===== src/rtl/wbm_pkg.sv =====
// Package for the weighted breakpoint morph block: field widths, operation
// and status codes, and the command word passed from front to back.
// No dependencies.
`timescale 1ns / 1ps
package wbm_pkg;
  localparam int IN_W  = 64;
  localparam int OUT_W = 32;
  localparam int MAX_EMIT = 32;

  localparam logic [1:0] FN_CLEAR = 2'd0;
  localparam logic [1:0] FN_ADD   = 2'd1;
  localparam logic [1:0] FN_WRITE = 2'd2;
  localparam logic [1:0] FN_QUERY = 2'd3;

  localparam logic [1:0] ST_OK      = 2'd0;
  localparam logic [1:0] ST_FULL    = 2'd1;
  localparam logic [1:0] ST_NOPOINT = 2'd2;

  localparam logic [16:0] ONE_Q16      = 17'h10000;
  localparam logic [15:0] WEIGHT_FLOOR = 16'd4;

  typedef struct packed {
    logic [1:0]         func;
    logic [16:0]        position;
    logic [15:0]        blend;
    logic [4:0]         element_index;
    logic signed [23:0] element_value;
  } cmd_t;

  typedef struct packed {
    logic valid;
    cmd_t cmd;
  } head_t;
endpackage


===== src/rtl/wbm_front.sv =====
// Front end: accepts input words, saturates the position and holds them in a
// two-entry queue for the back end. Depends on wbm_pkg.
`timescale 1ns / 1ps
module wbm_front (
  input  logic                     clk,
  input  logic                     rst,
  input  logic                     s_tvalid,
  output logic                     s_tready,
  input  logic [wbm_pkg::IN_W-1:0] s_tdata,
  output wbm_pkg::head_t           head,
  input  logic                     head_pop
);
  import wbm_pkg::*;

  cmd_t       ent [2];
  logic       wp, rp;
  logic [1:0] cnt;
  cmd_t       inc;
  logic       push, pop;

  always_comb begin
    inc.func          = s_tdata[1:0];
    inc.position      = (s_tdata[18:2] > ONE_Q16) ? ONE_Q16 : s_tdata[18:2];
    inc.blend         = s_tdata[34:19];
    inc.element_index = s_tdata[39:35];
    inc.element_value = s_tdata[63:40];
  end

  assign s_tready   = cnt != 2'd2;
  assign push       = s_tvalid && s_tready;
  assign pop        = head_pop && (cnt != 2'd0);
  assign head.valid = cnt != 2'd0;
  assign head.cmd   = ent[rp];

  always_ff @(posedge clk) begin
    if (rst) begin
      wp  <= 1'b0;
      rp  <= 1'b0;
      cnt <= 2'd0;
    end else begin
      if (push) begin
        ent[wp] <= inc;
        wp      <= ~wp;
      end
      if (pop) begin
        rp <= ~rp;
      end
      cnt <= cnt + {1'b0, push} - {1'b0, pop};
    end
  end
endmodule


===== config.mk =====
export PLATFORM = sky130hd
export DESIGN_NAME = wbm_front
export DESIGN_NICKNAME = d
export VERILOG_FILES = /design/src/rtl/wbm_pkg.sv /design/src/rtl/wbm_front.sv
export SDC_FILE = /design/constraint.sdc
export NUM_CORES = 1
export LEC_CHECK = 0
export BUFFER_PORTS_ARGS = -buffer_cell sky130_fd_sc_hd__buf_4
export CORE_MARGIN = 3
export CORE_UTILIZATION = 50
export CTS_CLUSTER_SIZE = 14
export DETAILED_ROUTE_END_ITERATION = 12
export PLACE_DENSITY = 0.8
export SYNTH_ARGS = -nofsm -noshare
export SYNTH_HDL_FRONTEND = slang
export SYNTH_SLANG_ARGS = --single-unit

===== constraint.sdc =====
create_clock -name clk -period 11.6 [get_ports clk]
set_input_delay 2.32 -clock clk [delete_from_list [all_inputs] [get_ports clk]]
set_output_delay 2.32 -clock clk [all_outputs]
set_load 0.1 [all_outputs]

# Word-level counts from Yosys, hierarchy flattened
# Memory sizes are Yosys's and may differ from the RTL's. A register that Yosys moved wholly into a read port is not among the register bits.
# Cells that the tools add are included.
# op_classes
n_addsub	2
order_cmp	1
eq_ne	1
muxes	6
bitwise_logic	2
n_reduce_logical	3
# ops
operator	count
> comparator 17 bit (second input constant)	1
2-to-1 mux 17 bit	1
2-to-1 mux 1 bit	5
adder 2 x 1 -> 2 bit	1
logical AND 1 bit	2
!= test 2 bit (second input constant)	1
inverter 1 bit	2
nonzero test 2 bit	1
subtractor 2 x 1 -> 2 bit	1
# totals
ff_bits	4
ramBits	128
inputBits	68
output_inout_bits	66
n_memories	1
# mem_list
name	depth	width	read_ports	rd_ports_with_merged_regs	wr	line_no	rtl
ent	2	64	1	1	1	wbm_front.sv:15	cmd_t ent [2];

# Logic depth before layout (Yosys ltp)
# logic_depth
ltp_word	5
mapped_depth	9

# Least setup slack after synthesis
# OpenSTA, ideal clock, no wires.
# synth_path
path_type	input port to flip-flop
from	input port s_tvalid
to	memory ent[1][0] (netlist bit), enable pin
setup_ns	0.579
t_arrival_ns	7.125
slack_ns	3.896
cell_stages	2
n_path_buf	0
path_cell_list	nand2_1 -> nor3b_1
# synth_between
elab_chain_len	4
# synth_rtl
element	line_no	rtl
start, declared	wbm_front.sv:7	input logic s_tvalid,
logical AND 1 bit	wbm_front.sv:30	assign push = s_tvalid && s_tready;
2-to-1 mux 1 bit	wbm_front.sv:41	if (push) begin
2-to-1 mux 1 bit	wbm_front.sv:36	if (rst) begin
2-to-1 mux 1 bit (not written as such)	wbm_front.sv:42	ent[wp] <= inc;
end, declared	wbm_front.sv:15	
# No other way between the ends.

==> summary.md <==
| Metric | Value |
|---|---|
| Post-CTS Setup Inserts | `0` |
| TritonCTS clock tree | `built` |
| Largest net degree at the start of global routing | `40` |
| #FFs+latches synth | `133` |
| Syn avg cell area | `20.24 um2` |
| Critical Path AT | `2.49 ns` |
| Yosys warns | `0` |
| Setup WS pre-CTS | `7.285 ns` |
| GRT overflow | `0` |
| Area of placed instances | `0.006215 mm2` |
| Data required, critical path | `9.28 ns` |
| Layout Skew | `0.009010 ns` |
| Drc violations | `0` |
| Initial antenna violation count | `0` |
| # IOs | `134` |
| Synth cell count leaders | `edfxtp_1 (128), mux2_2 (64), nor2b_1 (17)` |
| Die Y | `106.4 um` |
| Vias/cell | `5.031` |
| Worst Setup Slack, final | `6.791 ns` |
| Syn Inst Count | `249` |
| Area share of the largest cell type after synthesis | `76.27%` |
| Final setup vio count | `0` |
| Initial Util | `51.56%` |
| Post_cts resized | `0` |
| Maximum vdd drop | `0.2017 mV` |
| Type of origin of the critical path | `register` |
| Via Count | `2737` |
| Cell area power density | `286.3 mW/mm2` |
| Hold Crit Class | `register to register` |
| Routability cong. | `0.7240` |
| Pre-Repair DR Iteration Count | `4` |
| Row cnt | `36` |
| DIE WIDTH | `106.4 um` |
| Initial DRC count | `107` |
| Pins over their slew limit | `0` |
| Most numerous cell in the Yosys netlist | `edfxtp_1` |
| Total CTS buffers | `17` |
| First-pass GRT wire length | `14710 um` |
| Clock slew at reported path FFs | `0.06 ns` |
| Die area | `0.01132 mm2` |
| Post-synthesis sequential area ratio | `78.25%` |
| Share of post-route cells with drive strength above 1 | `59.37%` |
| Max frequency | `0.2080 GHz` |
| Clock Path Buffers | `2` |
| Post-DP HPWL | `6321 um` |
| Post-route cell area | `0.006860 mm2` |
| Syn Std Cell Area | `0.005040 mm2` |
| Sink Count | `133` |
| DRT antenna net count | `0` |
| Syn nets | `319` |
| LEAKAGE | `2.550 nW` |
| Synth-to-layout area growth | `36.12%` |
| Fin crit share | `41.45%` |
| WS Path Type | `register to output pin` |
| CTS Root Cell | `clkbuf_8` |
| Post-route setup TNS | `0 ns` |
| Hold-fix buffers, CTS | `0` |
| Post-synth cell types | `24` |
| Avg WL per Cell | `17.51 um` |
| RSZ-0062 raised after global routing | `no` |
| Max-cap violations | `0` |
| Minimum clock period | `4.809 ns` |
| Synth Flop Type | `edfxtp_1` |
| Status | `completed` |
| Synth top area cells | `edfxtp_1 (76%), mux2_2 (14%), nor2b_1 (2.1%)` |
| Skew-Pair Late Insertion Delay | `0.51 ns` |
| CP max FO | `36` |
| ANT cells | `0` |
| Hold_ws | `0.5422 ns` |
| Area of the core | `0.009774 mm2` |
| Final hold viol count | `0` |
| Ys async rst share | `0%` |
| Vias in the first global route | `2851` |
| Final nets | `468` |
| Crit. End Element | `output pin` |
| Final WL | `9523 um` |
| Post-synth EDFFs | `128` |
| Gr usage total | `17.55%` |
| Slew Limit Headroom | `55.58%` |
| Worst-Margin Slew | `0.6664 ns` |
| Post-synth top area cell | `edfxtp_1` |
| PortBufs | `133` |
| CTS H-tree depth | `4` |
## worst paths after layout
kind | startpoint | end | slack, ns | depth (start not counted)
max | register | head[11] | 6.79 | 3
min | cnt[1]$_SDFF_PP0_ | cnt[1]$_SDFF_PP0_ | 0.54 | 2
min reg2reg | cnt[1]$_SDFF_PP0_ | cnt[1]$_SDFF_PP0_ | 0.54 | 2
max reg2reg | cnt[1]$_SDFF_PP0_ | ent[1][41]$_DFFE_PP_ | 9.84 | 5
## sequential cells by signal, summed over array words and instances, names as in the netlist, named ones only
name  flops
ent     128
wp        1
rp        1
cnt       2
## layout make-up
class                   instances  area (um2)
clock inverters                13       203.9
flip-flops and latches        133        3945
repair buffers                138        1036
clock buffers                  19       441.7
multi-input cells             104        1052
well taps                     133       166.4
inverters                       4       15.01
fillers                       645        2914
## cells in the final DEF (no fill, tap or decap), types with 3 or more instances in the layout
cell type	n
inv_1	4
mux2_2	64
clkbuf_8	3
nor2_1	3
edfxtp_1	128
nor2b_1	17
clkinv_2	3
buf_4	138
clkinvlp_4	4
clkbuf_16	16
dfxtp_1	4
bufinv_16	5
## through the flow
stage	instances	power, mW	util (%)
2_1_floorplan	249	1.255	-
3_3_place_gp	512	1.400	63.58
3_5_place_dp	512	1.409	63.58
4_1_cts	544	1.980	70.19
5_1_grt	544	2.027	70.19
6_report	544	1.964	70.19
## logic make-up after synthesis
family,after synthesis,share of synthesized area (%)
multiplexers,64,14.30
XOR/XNOR,2,0.3476
buffers and inverters,12,1.067
flip-flops,133,78.25
adder cells (fa/ha/maj),2,0.4964
AO/OA/AOI/OAI,4,0.8937
AND/OR/NAND/NOR,32,4.643
## critical path, cell delays in order (launching register included)
cell and delay (ns):
dfxtp_2 0.75, buf_4 0.54, mux2_2 0.42, buf_4 0.24
## power breakdown
group	total [mW]	switching, mW	leakage (nW)	internal [mW]
combinational	0.791	0.606	1.02	0.186
sequential	0.603	0.0261	1.22	0.577
clock	0.569	0.189	0.306	0.381
## layer usage
metal | wire (um) | vias to the layer above | GRT usage, %
met4 | 81 | 0 | 5.735
met1 | 3973 | 1353 | 22.25
met5 | 0 | - | 0
met3 | 694 | 6 | 6.740
li1 | - | 1274 | -
met2 | 4774 | 104 | 27.96
Power figures use the tool's default switching activity.
